[src/hw/rtl/hrbe_pkg.sv]
// shared types, constants and byte parsing functions of the body extractor
package hrbe_pkg;

  localparam int QUEUE_DEPTH = 2;
  localparam logic [31:0] DEFAULT_BODY_LENGTH = 32'd100;

  localparam int LEN_NAME_LEN  = 14;
  localparam int ENC_NAME_LEN  = 17;
  localparam int ENC_VALUE_LEN = 8;
  localparam logic [8*LEN_NAME_LEN-1:0]  LEN_NAME  = "Content-Length";
  localparam logic [8*ENC_NAME_LEN-1:0]  ENC_NAME  = "Transfer-Encoding";
  localparam logic [8*ENC_VALUE_LEN-1:0] ENC_VALUE = " chunked";

  localparam logic [7:0] CHAR_CR    = 8'h0D;
  localparam logic [7:0] CHAR_LF    = 8'h0A;
  localparam logic [7:0] CHAR_COLON = 8'h3A;
  localparam logic [7:0] CHAR_SPACE = 8'h20;
  localparam logic [7:0] CHAR_TAB   = 8'h09;
  localparam logic [7:0] CHAR_PLUS  = 8'h2B;
  localparam logic [7:0] CHAR_MINUS = 8'h2D;
  localparam logic [7:0] CHAR_LX    = 8'h78;
  localparam logic [7:0] CHAR_UX    = 8'h58;

  typedef enum logic [5:0] {
    PH_HEADER  = 6'b000001,
    PH_BODY    = 6'b000010,
    PH_CSIZE   = 6'b000100,
    PH_CDATA   = 6'b001000,
    PH_CSKIP   = 6'b010000,
    PH_ENDPEND = 6'b100000
  } phase_e;

  typedef enum logic [4:0] {
    SC_BLANK  = 5'b00001,
    SC_SIGN   = 5'b00010,
    SC_PREFIX = 5'b00100,
    SC_DIGITS = 5'b01000,
    SC_DONE   = 5'b10000
  } scan_stage_e;

  typedef struct packed {
    logic [7:0] data;
    logic       cr;
    logic       lf;
    logic       colon;
    logic       blank;
    logic       sign;
    logic       minus;
    logic       x;
    logic       dec_ok;
    logic       hex_ok;
    logic [3:0] digit;
  } byte_class_t;

  typedef struct packed {
    scan_stage_e stage;
    logic        neg;
    logic [31:0] acc;
  } scan_t;

  typedef struct packed {
    logic       colon_seen;
    logic       line_empty;
    logic [4:0] name_pos;
    logic       len_match;
    logic       enc_match;
    logic [3:0] val_pos;
    logic       chk_match;
    scan_t      scan;
  } line_t;

  typedef struct packed {
    logic       kind;
    logic [7:0] data;
    logic       chunked;
  } result_t;

  localparam scan_t SCAN_INIT = '{stage: SC_BLANK, neg: 1'b0, acc: 32'd0};
  localparam line_t LINE_INIT = '{colon_seen: 1'b0, line_empty: 1'b1, name_pos: 5'd0,
                                  len_match: 1'b1, enc_match: 1'b1, val_pos: 4'd0,
                                  chk_match: 1'b1, scan: SCAN_INIT};

  function automatic byte_class_t classify(logic [7:0] b);
    byte_class_t c;
    logic lo_hex;
    logic up_hex;
    c.data   = b;
    c.cr     = (b == CHAR_CR);
    c.lf     = (b == CHAR_LF);
    c.colon  = (b == CHAR_COLON);
    c.blank  = (b == CHAR_SPACE) || (b >= CHAR_TAB && b <= CHAR_CR);
    c.sign   = (b == CHAR_PLUS) || (b == CHAR_MINUS);
    c.minus  = (b == CHAR_MINUS);
    c.x      = (b == CHAR_LX) || (b == CHAR_UX);
    c.dec_ok = (b >= 8'h30) && (b <= 8'h39);
    lo_hex   = (b >= 8'h61) && (b <= 8'h66);
    up_hex   = (b >= 8'h41) && (b <= 8'h46);
    c.hex_ok = c.dec_ok || lo_hex || up_hex;
    c.digit  = c.dec_ok ? b[3:0] : 4'(b[3:0] + 4'd9);
    return c;
  endfunction

  function automatic scan_t scan_step(scan_t s, byte_class_t c, logic hex);
    scan_t       r;
    logic        ok;
    logic [35:0] v;
    logic [31:0] acc_n;
    r  = s;
    ok = hex ? c.hex_ok : c.dec_ok;
    v  = {1'b0, s.acc, 3'b000} + {3'b000, s.acc, 1'b0} + {32'd0, c.digit};
    if (hex) begin
      acc_n = (s.acc[31:28] != 4'd0) ? '1 : {s.acc[27:0], c.digit};
    end else begin
      acc_n = (v[35:32] != 4'd0) ? '1 : v[31:0];
    end
    case (s.stage)
      SC_BLANK, SC_SIGN: begin
        if (s.stage == SC_BLANK && c.blank) begin
          r.stage = SC_BLANK;
        end else if (s.stage == SC_BLANK && c.sign) begin
          r.stage = SC_SIGN;
          r.neg   = c.minus;
        end else if (ok) begin
          r.acc   = {28'd0, c.digit};
          r.stage = (hex && c.digit == 4'd0) ? SC_PREFIX : SC_DIGITS;
        end else begin
          r.stage = SC_DONE;
        end
      end
      SC_PREFIX: begin
        if (c.x) begin
          r.stage = SC_DIGITS;
        end else if (ok) begin
          r.acc   = acc_n;
          r.stage = SC_DIGITS;
        end else begin
          r.stage = SC_DONE;
        end
      end
      SC_DIGITS: begin
        if (ok) begin
          r.acc = acc_n;
        end else begin
          r.stage = SC_DONE;
        end
      end
      default: begin
        r.stage = SC_DONE;
      end
    endcase
    return r;
  endfunction

  function automatic logic [31:0] scan_value(scan_t s);
    return s.neg ? 32'd0 : s.acc;
  endfunction

  function automatic line_t hdr_char(line_t s, byte_class_t c);
    line_t      r;
    int         li;
    int         ei;
    int         vi;
    logic [7:0] lc;
    logic [7:0] ec;
    logic [7:0] vc;
    r  = s;
    li = (int'(s.name_pos) < LEN_NAME_LEN) ? int'(s.name_pos) : 0;
    ei = (int'(s.name_pos) < ENC_NAME_LEN) ? int'(s.name_pos) : 0;
    vi = (int'(s.val_pos) < ENC_VALUE_LEN) ? int'(s.val_pos) : 0;
    lc = LEN_NAME[8*(LEN_NAME_LEN-1-li) +: 8];
    ec = ENC_NAME[8*(ENC_NAME_LEN-1-ei) +: 8];
    vc = ENC_VALUE[8*(ENC_VALUE_LEN-1-vi) +: 8];
    if (!s.colon_seen) begin
      if (c.colon) begin
        r.colon_seen = 1'b1;
        r.scan       = SCAN_INIT;
      end else begin
        r.line_empty = 1'b0;
        r.len_match  = s.len_match && (int'(s.name_pos) < LEN_NAME_LEN) && (c.data == lc);
        r.enc_match  = s.enc_match && (int'(s.name_pos) < ENC_NAME_LEN) && (c.data == ec);
        if (s.name_pos != 5'd31) r.name_pos = 5'(s.name_pos + 5'd1);
      end
    end else begin
      r.chk_match = s.chk_match && (int'(s.val_pos) < ENC_VALUE_LEN) && (c.data == vc);
      if (s.val_pos != 4'd15) r.val_pos = 4'(s.val_pos + 4'd1);
      r.scan = scan_step(s.scan, c, 1'b0);
    end
    return r;
  endfunction

endpackage

[src/hw/rtl/hrbe_fifo.sv]
// small register queue used between front and back and at the result side
module hrbe_fifo #(
  parameter int Width = 8,
  parameter int Depth = 2
) (
  input  logic             clk_i,
  input  logic             rst_ni,
  input  logic             push_i,
  output logic             full_o,
  input  logic [Width-1:0] data_i,
  input  logic             pop_i,
  output logic             empty_o,
  output logic [Width-1:0] data_o
);
  localparam int PtrW = (Depth > 1) ? $clog2(Depth) : 1;
  localparam int CntW = $clog2(Depth + 1);

  logic [Width-1:0] mem_q [Depth];
  logic [PtrW-1:0]  wptr_q, wptr_d, rptr_q, rptr_d;
  logic [CntW-1:0]  cnt_q, cnt_d;
  logic             do_push, do_pop;

  assign full_o  = (cnt_q == CntW'(Depth));
  assign empty_o = (cnt_q == '0);
  assign data_o  = mem_q[rptr_q];
  assign do_push = push_i && !full_o;
  assign do_pop  = pop_i && !empty_o;

  always_comb begin
    wptr_d = wptr_q;
    rptr_d = rptr_q;
    cnt_d  = cnt_q;
    if (do_push) wptr_d = (wptr_q == PtrW'(Depth - 1)) ? '0 : PtrW'(wptr_q + 1'b1);
    if (do_pop)  rptr_d = (rptr_q == PtrW'(Depth - 1)) ? '0 : PtrW'(rptr_q + 1'b1);
    if (do_push && !do_pop) cnt_d = CntW'(cnt_q + 1'b1);
    if (!do_push && do_pop) cnt_d = CntW'(cnt_q - 1'b1);
  end

  always_ff @(posedge clk_i or negedge rst_ni) begin
    if (!rst_ni) begin
      wptr_q <= '0;
      rptr_q <= '0;
      cnt_q  <= '0;
    end else begin
      wptr_q <= wptr_d;
      rptr_q <= rptr_d;
      cnt_q  <= cnt_d;
    end
  end

  always_ff @(posedge clk_i) begin
    if (do_push) mem_q[wptr_q] <= data_i;
  end
endmodule

[src/hw/rtl/hrbe_front.sv]
// front part: classifies each incoming byte for the parser
module hrbe_front (
  input  logic [7:0]               byte_i,
  output hrbe_pkg::byte_class_t    class_o
);
  import hrbe_pkg::*;

  assign class_o = classify(byte_i);
endmodule

[src/hw/rtl/hrbe_engine.sv]
// back part: header and body parser state machine
module hrbe_engine (
  input  logic                  clk_i,
  input  logic                  rst_ni,
  input  logic                  valid_i,
  input  logic                  ready_i,
  input  hrbe_pkg::byte_class_t class_i,
  input  logic [31:0]           default_len_i,
  output logic                  take_o,
  output logic                  res_valid_o,
  output hrbe_pkg::result_t     res_o
);
  import hrbe_pkg::*;

  phase_e      phase_q, phase_d;
  logic        prev_cr_q, prev_cr_d;
  line_t       line_q, line_d;
  logic [31:0] decl_len_q, decl_len_d;
  logic        len_given_q, len_given_d;
  logic        chunked_q, chunked_d;
  logic [31:0] rem_q, rem_d;
  logic        final_q, final_d;
  byte_class_t cr_class;

  assign cr_class = classify(CHAR_CR);
  assign take_o   = valid_i && ready_i;

  always_comb begin
    line_t       ln;
    scan_t       sc;
    logic [31:0] len;
    logic [31:0] v;
    logic        hit_end;
    phase_d     = phase_q;
    prev_cr_d   = prev_cr_q;
    line_d      = line_q;
    decl_len_d  = decl_len_q;
    len_given_d = len_given_q;
    chunked_d   = chunked_q;
    rem_d       = rem_q;
    final_d     = final_q;
    res_valid_o = 1'b0;
    res_o       = '{kind: 1'b0, data: class_i.data, chunked: chunked_q};
    ln          = line_q;
    sc          = line_q.scan;
    len         = len_given_q ? decl_len_q : default_len_i;
    v           = scan_value(line_q.scan);
    hit_end     = 1'b0;
    if (take_o) begin
      case (phase_q)
        PH_HEADER: begin
          if (prev_cr_q) begin
            prev_cr_d = 1'b0;
            if (class_i.lf) hit_end = 1'b1;
            else ln = hdr_char(ln, cr_class);
          end
          if (!hit_end) begin
            if (class_i.cr) prev_cr_d = 1'b1;
            else ln = hdr_char(ln, class_i);
            line_d = ln;
          end else if (line_q.line_empty && !line_q.colon_seen) begin
            line_d = LINE_INIT;
            if (chunked_q) begin
              phase_d = PH_CSIZE;
            end else if (len == 32'd0) begin
              res_valid_o = 1'b1;
              res_o       = '{kind: 1'b1, data: 8'd0, chunked: chunked_q};
              len_given_d = 1'b0;
              rem_d       = '0;
              final_d     = 1'b0;
            end else begin
              phase_d = PH_BODY;
              rem_d   = len;
            end
          end else begin
            if (line_q.colon_seen) begin
              if (line_q.len_match && line_q.name_pos == 5'(LEN_NAME_LEN)) begin
                decl_len_d  = v;
                len_given_d = 1'b1;
              end
              if (line_q.enc_match && line_q.name_pos == 5'(ENC_NAME_LEN) &&
                  line_q.chk_match && line_q.val_pos == 4'(ENC_VALUE_LEN)) begin
                chunked_d = 1'b1;
              end
            end
            line_d = LINE_INIT;
          end
        end
        PH_BODY: begin
          res_valid_o = 1'b1;
          rem_d       = rem_q - 32'd1;
          if (rem_q <= 32'd1) begin
            rem_d   = '0;
            phase_d = PH_ENDPEND;
          end
        end
        PH_CSIZE: begin
          if (prev_cr_q) begin
            prev_cr_d = 1'b0;
            if (class_i.lf) hit_end = 1'b1;
            else sc = scan_step(sc, cr_class, 1'b1);
          end
          if (hit_end) begin
            line_d.scan = SCAN_INIT;
            if (v == 32'd0) begin
              final_d = 1'b1;
              rem_d   = 32'd2;
              phase_d = PH_CSKIP;
            end else begin
              rem_d   = v;
              phase_d = PH_CDATA;
            end
          end else begin
            if (class_i.cr) prev_cr_d = 1'b1;
            else sc = scan_step(sc, class_i, 1'b1);
            line_d.scan = sc;
          end
        end
        PH_CDATA: begin
          res_valid_o = 1'b1;
          rem_d       = rem_q - 32'd1;
          if (rem_q <= 32'd1) begin
            rem_d   = 32'd2;
            phase_d = PH_CSKIP;
          end
        end
        PH_CSKIP: begin
          rem_d = rem_q - 32'd1;
          if (rem_q <= 32'd1) begin
            if (final_q) begin
              res_valid_o = 1'b1;
              res_o       = '{kind: 1'b1, data: 8'd0, chunked: chunked_q};
              phase_d     = PH_HEADER;
              prev_cr_d   = 1'b0;
              line_d      = LINE_INIT;
              chunked_d   = 1'b0;
              len_given_d = 1'b0;
              rem_d       = '0;
              final_d     = 1'b0;
            end else begin
              line_d.scan = SCAN_INIT;
              prev_cr_d   = 1'b0;
              rem_d       = '0;
              phase_d     = PH_CSIZE;
            end
          end
        end
        PH_ENDPEND: begin
          res_valid_o = 1'b1;
          res_o       = '{kind: 1'b1, data: 8'd0, chunked: chunked_q};
          phase_d     = PH_HEADER;
          chunked_d   = 1'b0;
          len_given_d = 1'b0;
          rem_d       = '0;
          final_d     = 1'b0;
          prev_cr_d   = class_i.cr;
          line_d      = class_i.cr ? LINE_INIT : hdr_char(LINE_INIT, class_i);
        end
        default: begin
          phase_d     = PH_HEADER;
          prev_cr_d   = 1'b0;
          line_d      = LINE_INIT;
          chunked_d   = 1'b0;
          len_given_d = 1'b0;
          rem_d       = '0;
          final_d     = 1'b0;
        end
      endcase
    end
  end

  always_ff @(posedge clk_i or negedge rst_ni) begin
    if (!rst_ni) begin
      phase_q     <= PH_HEADER;
      prev_cr_q   <= 1'b0;
      line_q      <= LINE_INIT;
      decl_len_q  <= '0;
      len_given_q <= 1'b0;
      chunked_q   <= 1'b0;
      rem_q       <= '0;
      final_q     <= 1'b0;
    end else begin
      phase_q     <= phase_d;
      prev_cr_q   <= prev_cr_d;
      line_q      <= line_d;
      decl_len_q  <= decl_len_d;
      len_given_q <= len_given_d;
      chunked_q   <= chunked_d;
      rem_q       <= rem_d;
      final_q     <= final_d;
    end
  end
endmodule

[src/hw/rtl/http_response_body_extractor_top.sv]
// top level of the http response body extractor
//
// input channel: stream_byte_i is taken at a clock edge with push high and
// full low, one byte of an http response per transfer.
// result channel: while empty is low the oldest result sits on
// result_kind_o, body_byte_o and chunked_mode_o; pop high takes it.
// result_kind_o is 0 for a body byte and 1 for the end-of-body marker.
// config: cfg_we_i high writes cfg_wdata_i as the default body length,
// used at the next header end that carries no Content-Length line.
// throughput: one byte per cycle; the parser takes a byte from the middle
// queue each cycle that the result queue has room.
// result path: a result enters the result queue at the edge at which the parser takes its byte.
// when pop stays low the result queue fills, then the middle queue, and
// full rises; no transfer is lost.
// reset: both queues empty, parser back in header parsing, default body
// length 100.
module http_response_body_extractor_top #(
  parameter int QueueDepth = hrbe_pkg::QUEUE_DEPTH
) (
  input  logic        clk_i,
  input  logic        rst_ni,
  input  logic        push,
  output logic        full,
  input  logic [7:0]  stream_byte_i,
  output logic        empty,
  input  logic        pop,
  output logic        result_kind_o,
  output logic [7:0]  body_byte_o,
  output logic        chunked_mode_o,
  input  logic        cfg_we_i,
  input  logic [31:0] cfg_wdata_i
);
  import hrbe_pkg::*;

  logic [31:0] default_len_q;
  byte_class_t front_class;
  byte_class_t mid_class;
  logic        mid_empty;
  logic        out_full;
  logic        take;
  logic        res_valid;
  result_t     res;
  result_t     out_res;

  always_ff @(posedge clk_i or negedge rst_ni) begin
    if (!rst_ni) begin
      default_len_q <= DEFAULT_BODY_LENGTH;
    end else if (cfg_we_i) begin
      default_len_q <= cfg_wdata_i;
    end
  end

  hrbe_front u_front (
    .byte_i  (stream_byte_i),
    .class_o (front_class)
  );

  hrbe_fifo #(
    .Width ($bits(byte_class_t)),
    .Depth (QueueDepth)
  ) u_mid_fifo (
    .clk_i   (clk_i),
    .rst_ni  (rst_ni),
    .push_i  (push),
    .full_o  (full),
    .data_i  (front_class),
    .pop_i   (take),
    .empty_o (mid_empty),
    .data_o  (mid_class)
  );

  hrbe_engine u_engine (
    .clk_i         (clk_i),
    .rst_ni        (rst_ni),
    .valid_i       (!mid_empty),
    .ready_i       (!out_full),
    .class_i       (mid_class),
    .default_len_i (default_len_q),
    .take_o        (take),
    .res_valid_o   (res_valid),
    .res_o         (res)
  );

  hrbe_fifo #(
    .Width ($bits(result_t)),
    .Depth (QueueDepth)
  ) u_out_fifo (
    .clk_i   (clk_i),
    .rst_ni  (rst_ni),
    .push_i  (res_valid),
    .full_o  (out_full),
    .data_i  (res),
    .pop_i   (pop),
    .empty_o (empty),
    .data_o  (out_res)
  );

  assign result_kind_o  = out_res.kind;
  assign body_byte_o    = out_res.data;
  assign chunked_mode_o = out_res.chunked;
endmodule

[config.mk]
export PLATFORM = sky130hd
export DESIGN_NAME = http_response_body_extractor_top
export DESIGN_NICKNAME = d
export VERILOG_FILES = /design/src/hw/rtl/hrbe_pkg.sv /design/src/hw/rtl/hrbe_fifo.sv /design/src/hw/rtl/hrbe_front.sv /design/src/hw/rtl/hrbe_engine.sv /design/src/hw/rtl/http_response_body_extractor_top.sv
export SDC_FILE = /design/constraint.sdc
export NUM_CORES = 1
export LEC_CHECK = 0
export ABC_AREA = 1
export ABC_CLOCK_PERIOD_IN_PS = 6600
export BUFFER_PORTS_ARGS = -buffer_cell sky130_fd_sc_hd__clkbuf_2
export CAP_MARGIN = 5
export CORE_MARGIN = 2
export CORE_UTILIZATION = 25
export CTS_CLUSTER_DIAMETER = 150
export DETAILED_ROUTE_END_ITERATION = 6
export PLACE_DENSITY = 0.4
export SLEW_MARGIN = 20
export SYNTH_ARGS = -nofsm -noshare
export SYNTH_HDL_FRONTEND = slang
export SYNTH_SLANG_ARGS = --single-unit
[constraint.sdc]
create_clock -name clk_i -period 6.6 [get_ports clk_i]
set_clock_uncertainty 0.05 [all_clocks]
set_input_delay 1.32 -clock clk_i [delete_from_list [all_inputs] [get_ports clk_i]]
set_output_delay 1.32 -clock clk_i [all_outputs]
set_load 0.005 [all_outputs]
Yosys cells after proc, flatten, opt, wreduce, memory -nomap -nowiden --
Memories as Yosys holds them, arrays and structs flattened. Cells that the tools add are included.
Word-level totals: register bits after elaboration 166, bits in writable memories 62, output and inout port bits 12, memories 2
Memories:
- u_mid_fifo.mem_q | depth 2, width 21, rd ports 1, clocked after memory_dff 0, write ports 1, line hrbe_fifo.sv:18 | logic [Width-1:0] mem_q [Depth];
- u_out_fifo.mem_q | depth 2, width 10, rd ports 1, clocked after memory_dff 0, write ports 1, line hrbe_fifo.sv:18
Operators by class: add/sub/neg operators 22, $lt $le $gt $ge 15, equal/unequal tests 59, shift operators 6, mux-type cells 152, bitwise logic cells 3, reduce and logical (&&, ||, !) cells 72
Operators by type and width (count):
- 32-bit two-way mux | 20
- 52-bit two-way mux | 8
- 38-bit two-way mux | 9
- 136-bit by 32-bit variable part select with 8-bit output, first input constant | 2
- 112-bit by 32-bit variable part select with 8-bit output, first input constant | 2
- 32-bit case mux with 3 select lines | 2
- 38-bit case mux with 5 select lines | 1
- 32-bit case mux with 4 select lines | 1
- 64-bit by 32-bit variable part select with 8-bit output, first input constant | 2
- 5-bit two-way mux | 22
- 10-bit two-way mux | 7
- 33-bit two-way mux | 2
- 32-bit logical NOT | 2
- 4-bit by 29-bit subtractor with 29-bit output, first input constant | 2
- 5-bit by 29-bit subtractor with 29-bit output, first input constant | 2
- 6-bit by 29-bit subtractor with 29-bit output, first input constant | 2
- 14-bit case mux with 4 select lines | 1
- 6-bit two-way mux | 8
- 1-bit two-way mux | 46
- 35-bit by 33-bit adder with 36-bit output | 1
- 36-bit by 4-bit adder with 36-bit output | 1
- 1-bit logical AND | 34
- 8-bit by 6-bit == test with 1-bit output, second input constant | 4
- 8-bit by 7-bit == test with 1-bit output, second input constant | 4
- other kinds (67) | 144

Longest topological paths before layout --
Gate-level depths: netlist of run 1.
depth after elaboration 22, depth in mapped cells 31, depth with buffers taken out 29

Modules after synthesis --
A second synthesis of run 1 with hierarchy kept.
Second synthesis, totals: cell total of the unflattened synthesis 2263, area, all modules 16458.3 sq um
Modules (own cells, without submodules):
- hrbe_engine | times used 1, cells each 1812, area an instance 11946.5 sq um, sequential area each 3160.5 sq um
- hrbe_fifo (u_mid_fifo) | times used 1, cells each 142, area an instance 1747.9 sq um, sequential area each 1361.3 sq um
- http_response_body_extractor_top | times used 1, cells each 138, area an instance 1303.8 sq um, sequential area each 804.5 sq um
- hrbe_fifo (u_out_fifo) | times used 1, cells each 85, area an instance 964.7 sq um, sequential area each 700.7 sq um
- hrbe_front | times used 1, cells each 86, area an instance 495.5 sq um, sequential area each 0.0 sq um

Least setup slack after synthesis of run 1 --
OpenSTA, ideal clock, no wires.
kind register -> register, start point register u_mid_fifo.rptr_q, end point register u_engine.line_q[10] (netlist bit), setup time 120 ps, arrival time 4095 ps, required time 6430 ps, setup slack 2335 ps, cell stages (with the launch flop) 29, path buffers 3, clock period less this slack 4265 ps, cell sequence dfrtp_1 inv_2 clkbuf_1 clkbuf_1 or2_2 o21ai_0 inv_1 fa_1 fa_1 nand3_1 nand3_1 nand3_1 nand2_1 nand3_1 nand2_1 a31oi_1 inv_1 nand4_1 nand2_1 nand4_1 nand2_1 xor2_1 a21oi_1 nand2_1 nand2_2 inv_1 buf_2 o21ai_1 nand2_1
On the way: longest elaborated chain between the ends 16, elaborated cells on any way between the ends 52, classes of those cells 2 x add/sub; 8 x eq/ne; 34 x mux; 7 x reduce/logical; 1 x memory
Ends and longest elaborated chain:
- from (decl) | line hrbe_fifo.sv:19 | logic [PtrW-1:0] wptr_q, wptr_d, rptr_q, rptr_d;
- from (signal assigned) | line hrbe_fifo.sv:46 | rptr_q <= rptr_d;
- memory 2 x 21 bit (*)
- 52-bit two-way mux | line hrbe_engine.sv:54 | if (class_i.lf) hit_end = 1'b1;
- 52-bit two-way mux | line hrbe_engine.sv:52 | if (prev_cr_q) begin
- 52-bit two-way mux | line hrbe_engine.sv:50 | case (phase_q)
- 52-bit two-way mux | line hrbe_engine.sv:49 | if (take_o) begin
- 35-bit by 33-bit adder with 36-bit output | line hrbe_pkg.sv:110 | v = {1'b0, s.acc, 3'b000} + {3'b000, s.acc, 1'b0} + {32'd0, c.digit};
- 36-bit by 4-bit adder with 36-bit output | line hrbe_pkg.sv:110
- 4-bit nonzero test | line hrbe_pkg.sv:114 | acc_n = (v[35:32] != 4'd0) ? '1 : v[31:0];
- 32-bit two-way mux | line hrbe_pkg.sv:114
- 32-bit two-way mux | line hrbe_pkg.sv:133, hrbe_pkg.sv:141
- 32-bit two-way mux | line hrbe_pkg.sv:131 | if (c.x) begin
- 32-bit case mux with 3 select lines | line hrbe_pkg.sv:116 | case (s.stage)
- 38-bit two-way mux | line hrbe_pkg.sv:173 | if (!s.colon_seen) begin
- 52-bit two-way mux | line hrbe_engine.sv:58 | if (class_i.cr) prev_cr_d = 1'b1;
- 52-bit two-way mux | line hrbe_engine.sv:57 | if (!hit_end) begin
- 38-bit case mux with 5 select lines (*) | line hrbe_engine.sv:50
- to (signal assigned) | line hrbe_engine.sv:185 | line_q <= line_d;
- to (decl) | line hrbe_engine.sv:17 | line_t line_q, line_d;
Every way passes the cells marked *; elsewhere a longest branch is shown, timed or not. The select of a mux whose other input is x is not followed. A chain may end at the register's enable or synchronous reset.

Worst setup path in the final report of run 1 --
start point register u_mid_fifo.rptr_q, end point register u_engine.line_q[0] (netlist bit)
The elaborated chain is that of the path after synthesis.

==> results.txt, run 1 <==
Unrepaired setup endpoints after global routing = false
First drt pass iteration count = 5
Die W = 257 µm
CTS HTree Levels = 1
Main flop type after synthesis = dfrtp_1
Status = complete, no violations
Number of register bits inferred by synthesis = 228
Post-DP Area = 17200 µm²
Leading cell type in the layout, fill and taps excluded = nand2_1
Worst Hold Launch = u_engine.decl_len_q[18]
Final min period = 4950 ps
DRC Markers = 0
Worst-Skew Late Latency = 570 ps
Design area = 18200 µm²
FF-to-FF Start = u_mid_fifo.rptr_q
Worst Slack Setup Final = 1650 ps
CP startpoint = u_mid_fifo.rptr_q
Die ar. = 66100 µm²
CP Data Required Time = 7000 ps
Die H = 257 µm
Largest net degree at the start of global routing = 72
Core Box Area = 63200 µm²
Congestion Overflow GR = 0
Placer Congestion = 0.862
CP Launch Type = register
Antenna diodes = 0
Max FO, Critical Path = 21
Clk sinks = 228
Io pins = 57
Mapped Cells = 2171
CTS tree = yes
Ys async rst share = 0.728
Final Non-Filler Cells = 3074
DP HPWL = 37900 µm
Slew headroom = 0.282
Pre-CTS setup slack = 1600 ps
Syn. warnings = 0
Initial core utilization = 0.254
Post-synth EDFFs = 62
Via density = 4.76
P_leak = 8.71 nW
Tot GR Track Use = 0.155
Max clock buf depth = 3
Clock slew seen by the registers of the worst setup and hold paths = 70 ps
Cell Rows = 92
Avg Inst Size Synth = 7.38 µm²
Final WL = 51800 µm
Cts repair resizes = 0
Vias in the first global route = 14600
Port Buf Inserts = 56
Setup bufs post-CTS = 0
Slew Limit Fails = 0
Fin crit share = 0.750
CTS buffer count = 29
CTS Root Cell = clkbuf_16
Worst min-delay path category = reg2reg
DR iter-0 viols = 1033
WS Path Type = reg2reg
Peak supply drop = 0.203 mV
First-pass GRT wire length = 82800 µm
Post-synthesis cell type count = 70
Total number of vias = 14600
Commonest cells after routing, fill and taps aside = nand2_1 (585), inv_1 (239), o21ai_0 (239)
Measured slew at the worst slew-check pin = 1070 ps
Max_cap viols = 0
Arr. time, crit path = 5350 ps
Sequential cell area = 6030 µm²
Multi-input gate area = 8730 µm²
Initial antenna violation count = 0
Final #Nets = 2338
Inst Count DP = 3021
Layout cells sized above 1 = 0.111
Net Count, Synth = 2303
Synthesized area = 16000 µm²
Hold buffers post-CTS = 0
Fmax = 0.202 GHz
Final hold violation count = 0
Antenna Nets Post-Route = 0
Area grow syn2layout = 13.7%
TNS Setup = 0 ps
DR WL/cell = 16.9 µm
Fill count = 6892
Register area share after synthesis = 0.376
CP endpoint kind = register
Setup violators final = 0
Pwr dens = 406 nW/µm²
[kinds of logic after synthesis]
logic type / Yosys count / share of synthesized area
xor+xnor: 55 / 0.0301
compound gates: 476 / 0.171
simple gates: 996 / 0.273
flops: 228 / 0.376
buf+inv: 328 / 0.0801
mux: 1 / 0.000625
fa+ha+maj: 87 / 0.0689
[Yosys cell counts, types with 3 or more instances]
| master | n | area share |
|---|---|---|
| o211ai_1 | 9 | 0.0042 |
| xor2_1 | 38 | 0.021 |
| nand3b_1 | 5 | 0.0023 |
| a31oi_1 | 11 | 0.0043 |
| clkbuf_1 | 46 | 0.011 |
| buf_4 | 5 | 0.0023 |
| nor2_2 | 12 | 0.0047 |
| dfstp_2 | 9 | 0.015 |
| xnor2_1 | 17 | 0.0093 |
| nand2_4 | 4 | 0.0028 |
| or2_2 | 21 | 0.0082 |
| nand4_1 | 37 | 0.014 |
| edfxtp_1 | 62 | 0.12 |
| a221oi_1 | 3 | 0.0016 |
| nor2_1 | 177 | 0.041 |
| o221ai_1 | 24 | 0.013 |
| a21oi_1 | 95 | 0.030 |
| a21boi_0 | 5 | 0.0023 |
| inv_1 | 240 | 0.056 |
| nand2_1 | 585 | 0.14 |
| o21ai_0 | 240 | 0.075 |
| nor3_2 | 7 | 0.0044 |
| nand3_1 | 82 | 0.026 |
| nor4_1 | 9 | 0.0035 |
| a211oi_1 | 3 | 0.0014 |
| nor3_1 | 18 | 0.0056 |
| o31ai_1 | 8 | 0.0037 |
| buf_2 | 12 | 0.0037 |
| dfrtp_1 | 157 | 0.25 |
| o22ai_1 | 17 | 0.0066 |
| o21ai_1 | 29 | 0.0091 |
| nor2_4 | 7 | 0.0049 |
| nand3_2 | 4 | 0.0025 |
| o21ai_2 | 5 | 0.0027 |
| nand2_2 | 16 | 0.0062 |
| inv_2 | 21 | 0.0049 |
| ha_1 | 85 | 0.066 |
| a21oi_2 | 4 | 0.0022 |
[routing by layer]
layer	global-route usage	up-vias	wire length, µm
met5	0	-	0
li1	-	7301	-
met4	0.0357	0	981
met2	0.244	275	22700
met1	0.228	7001	26200
met3	0.0171	64	1960
[stage by stage]
stage | hold slack (ps) | util | total power, W
global route | 465 | 0.288 | 0.00805
floorplan | 397 | - | 0.00467
CTS | 431 | 0.288 | 0.00748
finish | 429 | 0.288 | 0.00740
global placement | 420 | 0.272 | 0.00567
detailed placement | 417 | 0.272 | 0.00570
[critical path, stage by stage (launching register included)]
cell and delay, ps:
dfrtp_1 370, inv_2 160, or2_2 310, o21ai_0 150
inv_1 140, fa_1 500, fa_1 480, nand3_1 90
nand3_1 110, nand3_1 90, nand2_1 80, nand3_1 100
nand2_1 100, a31oi_1 140, inv_1 100, nand4_1 80
nand2_1 110, nand4_1 90, nand2_1 80, xor2_1 150
a21oi_1 270, nand2_1 110, nand2_2 310, inv_1 340
o21ai_0 260, nand2_1 70
[where the power goes]
part / total (W) / switching (W) / internal, W / leakage [nW]
registers: 0.00201 / 0.000216 / 0.00179 / 2.77
logic: 0.00366 / 0.00256 / 0.00110 / 5.44
clock network: 0.00173 / 0.000663 / 0.00107 / 0.504
[state kept, by name, summed over array words and instances (netlist names)]
name                  count
u_engine.prev_cr_q        1
u_mid_fifo.wptr_q         1
u_engine.len_given_q      1
u_out_fifo.cnt_q          2
u_engine.decl_len_q      32
u_mid_fifo.rptr_q         1
u_engine.final_q          1
u_engine.chunked_q        1
u_engine.phase_q          6
u_out_fifo.wptr_q         1
u_mid_fifo.cnt_q          2
default_len_q            32
u_engine.rem_q           32
u_mid_fifo.mem_q         42
u_out_fifo.mem_q         20
u_out_fifo.rptr_q         1
u_engine.line_q          52
[final timing paths]
kind / slack [ps] / cells after the start / endpoint
worst min-delay path: 430 / 2 / u_engine.decl_len_q[18]
worst min register to register: 430 / 2 / u_engine.decl_len_q[18]
max in group asynchronous: 4420 / 2 / u_mid_fifo.cnt_q[1]
min in group asynchronous: 730 / 1 / u_engine.line_q[19]
worst max-delay path: 1650 / 25 / u_engine.line_q[0]
worst max register to register: 1650 / 25 / u_engine.line_q[0]
[final cells by class]
| class | instances | share of cell area |
|---|---|---|
| inverter | 262 | 0.0540 |
| sequential | 228 | 0.331 |
| clock buffer | 35 | 0.0427 |
| tap | 846 | 0.0581 |
| clock inverter | 18 | 0.0134 |
| multi-input combinational | 1615 | 0.479 |
| timing repair buffer | 70 | 0.0215 |
No activity file was read; power rests on OpenSTA's default activity.
==> run 2, diff against run 1 <==
- ABC_CLOCK_PERIOD_IN_PS: 6600 -> 4800
- clock period: 6.6 -> 4.8 ns (I/O delays scaled with it)
==> results.txt, run 2 (synthesized netlist as in run 1, its figures left out) <==
Die H = 257 µm (unchanged)
Cell Int Power = 0.00547 W (was 0.00396 W)
Max FO, Critical Path = 13 (was 21)
Fin crit share = 0.908 (was 0.750)
P_leak = 8.82 nW (was 8.71 nW)
Antenna Nets Post-Route = 0 (unchanged)
Via density = 4.73 (was 4.76)
Inst Count DP = 3042 (was 3021)
Antenna diodes = 0 (unchanged)
Slew headroom = 0.298 (was 0.282)
Max_cap viols = 0 (unchanged)
CP endpoint kind = register (unchanged)
DR iter-0 viols = 905 (was 1033)
Largest regs = u_engine.line_q (52), u_mid_fifo.mem_q (42) (unchanged)
CTS tree = yes (unchanged)
Leading cell type in the layout, fill and taps excluded = nand2_1 (unchanged)
Die W = 257 µm (unchanged)
Final min period = 4360 ps (was 4950 ps)
Largest net degree at the start of global routing = 85 (was 72)
Worst min-delay path category = in2async (was reg2reg)
DP HPWL = 38200 µm (was 37900 µm)
Total number of vias = 14700 (was 14600)
Cell Rows = 92 (unchanged)
DRC Markers = 0 (unchanged)
Die ar. = 66100 µm² (unchanged)
Clock slew seen by the registers of the worst setup and hold paths = 60 ps (was 70 ps)
CP Data Required Time = 5210 ps (was 7000 ps)
Measured slew at the worst slew-check pin = 1050 ps (was 1070 ps)
Comb pwr share = 0.503 (was 0.495)
Clock power share = 0.229 (was 0.234)
Clk sinks = 228 (unchanged)
Reg with most FFs = u_engine.line_q (unchanged)
Placer Congestion = 0.850 (was 0.862)
Initial core utilization = 0.254 (unchanged)
First-pass GRT wire length = 82200 µm (was 82800 µm)
Congestion Overflow GR = 0 (unchanged)
Setup violators final = 0 (unchanged)
Final hold violation count = 0 (unchanged)
Arr. time, crit path = 4770 ps (was 5350 ps)
CTS Root Cell = clkbuf_16 (unchanged)
Final #Nets = 2361 (was 2338)
Final Non-Filler Cells = 3097 (was 3074)
Status = complete, no violations (unchanged)
Port Buf Inserts = 56 (unchanged)
Core Box Area = 63200 µm² (unchanged)
Fill count = 6884 (was 6892)
Vias in the first global route = 14500 (was 14600)
Final WL = 51200 µm (was 51800 µm)
Layout cells sized above 1 = 0.120 (was 0.111)
TNS Setup = 0 ps (unchanged)
DR WL/cell = 16.5 µm (was 16.9 µm)
CP max stage delay = 500 ps (about the same)
Sw Pwr = 0.00477 W (was 0.00344 W)
Pwr dens = 556 nW/µm² (was 406 nW/µm²)
First drt pass iteration count = 5 (unchanged)
Unrepaired setup endpoints after global routing = false (unchanged)
Max clock buf depth = 3 (unchanged)
Commonest cells after routing, fill and taps aside = nand2_1 (585), inv_1 (239), o21ai_0 (238) (was nand2_1 (585), inv_1 (239), o21ai_0 (239))
Crit path max-delay cell type = fa_1 (unchanged)
Io pins = 57 (unchanged)
Initial antenna violation count = 2 (was 0)
CTS HTree Levels = 1 (unchanged)
CP Launch Type = register (unchanged)
Fmax = 0.229 GHz (was 0.202 GHz)
Peak supply drop = 0.270 mV (was 0.203 mV)
Hold buffers post-CTS = 0 (unchanged)
WS Path Type = reg2reg (unchanged)
Util after Layout = 0.291 (was 0.288)
R2R setup slack = 440 ps (was 1650 ps)
Tot GR Track Use = 0.154 (was 0.155)
Max reg flops = 52 (unchanged)
Cell mode on critical path = nand2_1 (unchanged)
Slew Limit Fails = 0 (unchanged)
Switch share = 0.466 (was 0.465)
Area grow syn2layout = 14.9% (was 13.7%)
Worst-Skew Late Latency = 580 ps (was 570 ps)
Flop pwr share = 0.268 (was 0.271)
CTS buffer count = 30 (was 29)
run 2: power by group through the flow:
stage	registers, W	clock network, W	logic, W
final	0.00274	0.00234	0.00515
after global routing	0.00279	0.00250	0.00585
after CTS	0.00274	0.00242	0.00518
after detailed placement	0.00277	0	0.00516
after global placement	0.00277	0	0.00514
after floorplan	0.00269	0	0.00373
run 2: metal layers:
metal | global-route usage | routed length [µm] | share of wire | vias to the layer above
met5 | 0 | 0 | 0 | -
met4 | 0.0368 | 1000 | 0.020 | 0
met3 | 0.0184 | 2140 | 0.042 | 67
met2 | 0.237 | 22000 | 0.43 | 258
met1 | 0.228 | 26100 | 0.51 | 6975
li1 | - | - | - | 7359
run 2: final timing paths:
path / startpoint / end / cells after the start
worst min register to register: u_engine.decl_len_q[13] / u_engine.decl_len_q[13] / 2
worst min-delay path: rst_ni / u_engine.line_q[17] / 1
worst max register to register: u_mid_fifo.rptr_q / u_engine.line_q[0] / 26
max in group asynchronous: rst_ni / u_engine.line_q[43] / 2
min in group clk_i: u_engine.decl_len_q[13] / u_engine.decl_len_q[13] / 2
worst max-delay path: u_mid_fifo.rptr_q / u_engine.line_q[0] / 26
run 2: stage by stage:
step | total power, W | area [µm²] | setup slack [ps] | hold slack (ps)
floorplan | 0.00643 | 16000 | 535 | 397
global placement | 0.00791 | 17300 | 340 | 413
detailed placement | 0.00793 | 17300 | 221 | 418
CTS | 0.0103 | 18400 | 206 | 420
global route | 0.0111 | 18400 | 4.43 | 445
finish | 0.0102 | 18400 | 442 | 384
run 2: cell type report:
cell class / count / area [µm²] / area share
inverters: 262 / 987 / 0.0536
well taps: 846 / 1060 / 0.0575
repair buffers: 92 / 569 / 0.0309
clock inverters: 13 / 153 / 0.00829
clock buffers: 41 / 873 / 0.0474
flip-flops and latches: 228 / 6030 / 0.327
multi-input cells: 1615 / 8740 / 0.475
run 2: worst max-delay path, delay by kind of cell (launching register included):
kind	cells	cell delay (ps)
buffers and inverters	5	560
and+or+nand+nor	14	1500
xor gates and xnor gates	1	150
DFF	1	420
adders and majority gates	2	980
AOI/OAI and AO/OA	4	580
run 2: what timing repair did:
item / in CTS / in global routing
resized for setup: 0 / 5
endpoints found under the hold margin: 0 / 0
endpoints found under the setup margin: 0 / 23
buffers inserted: 0 / 1
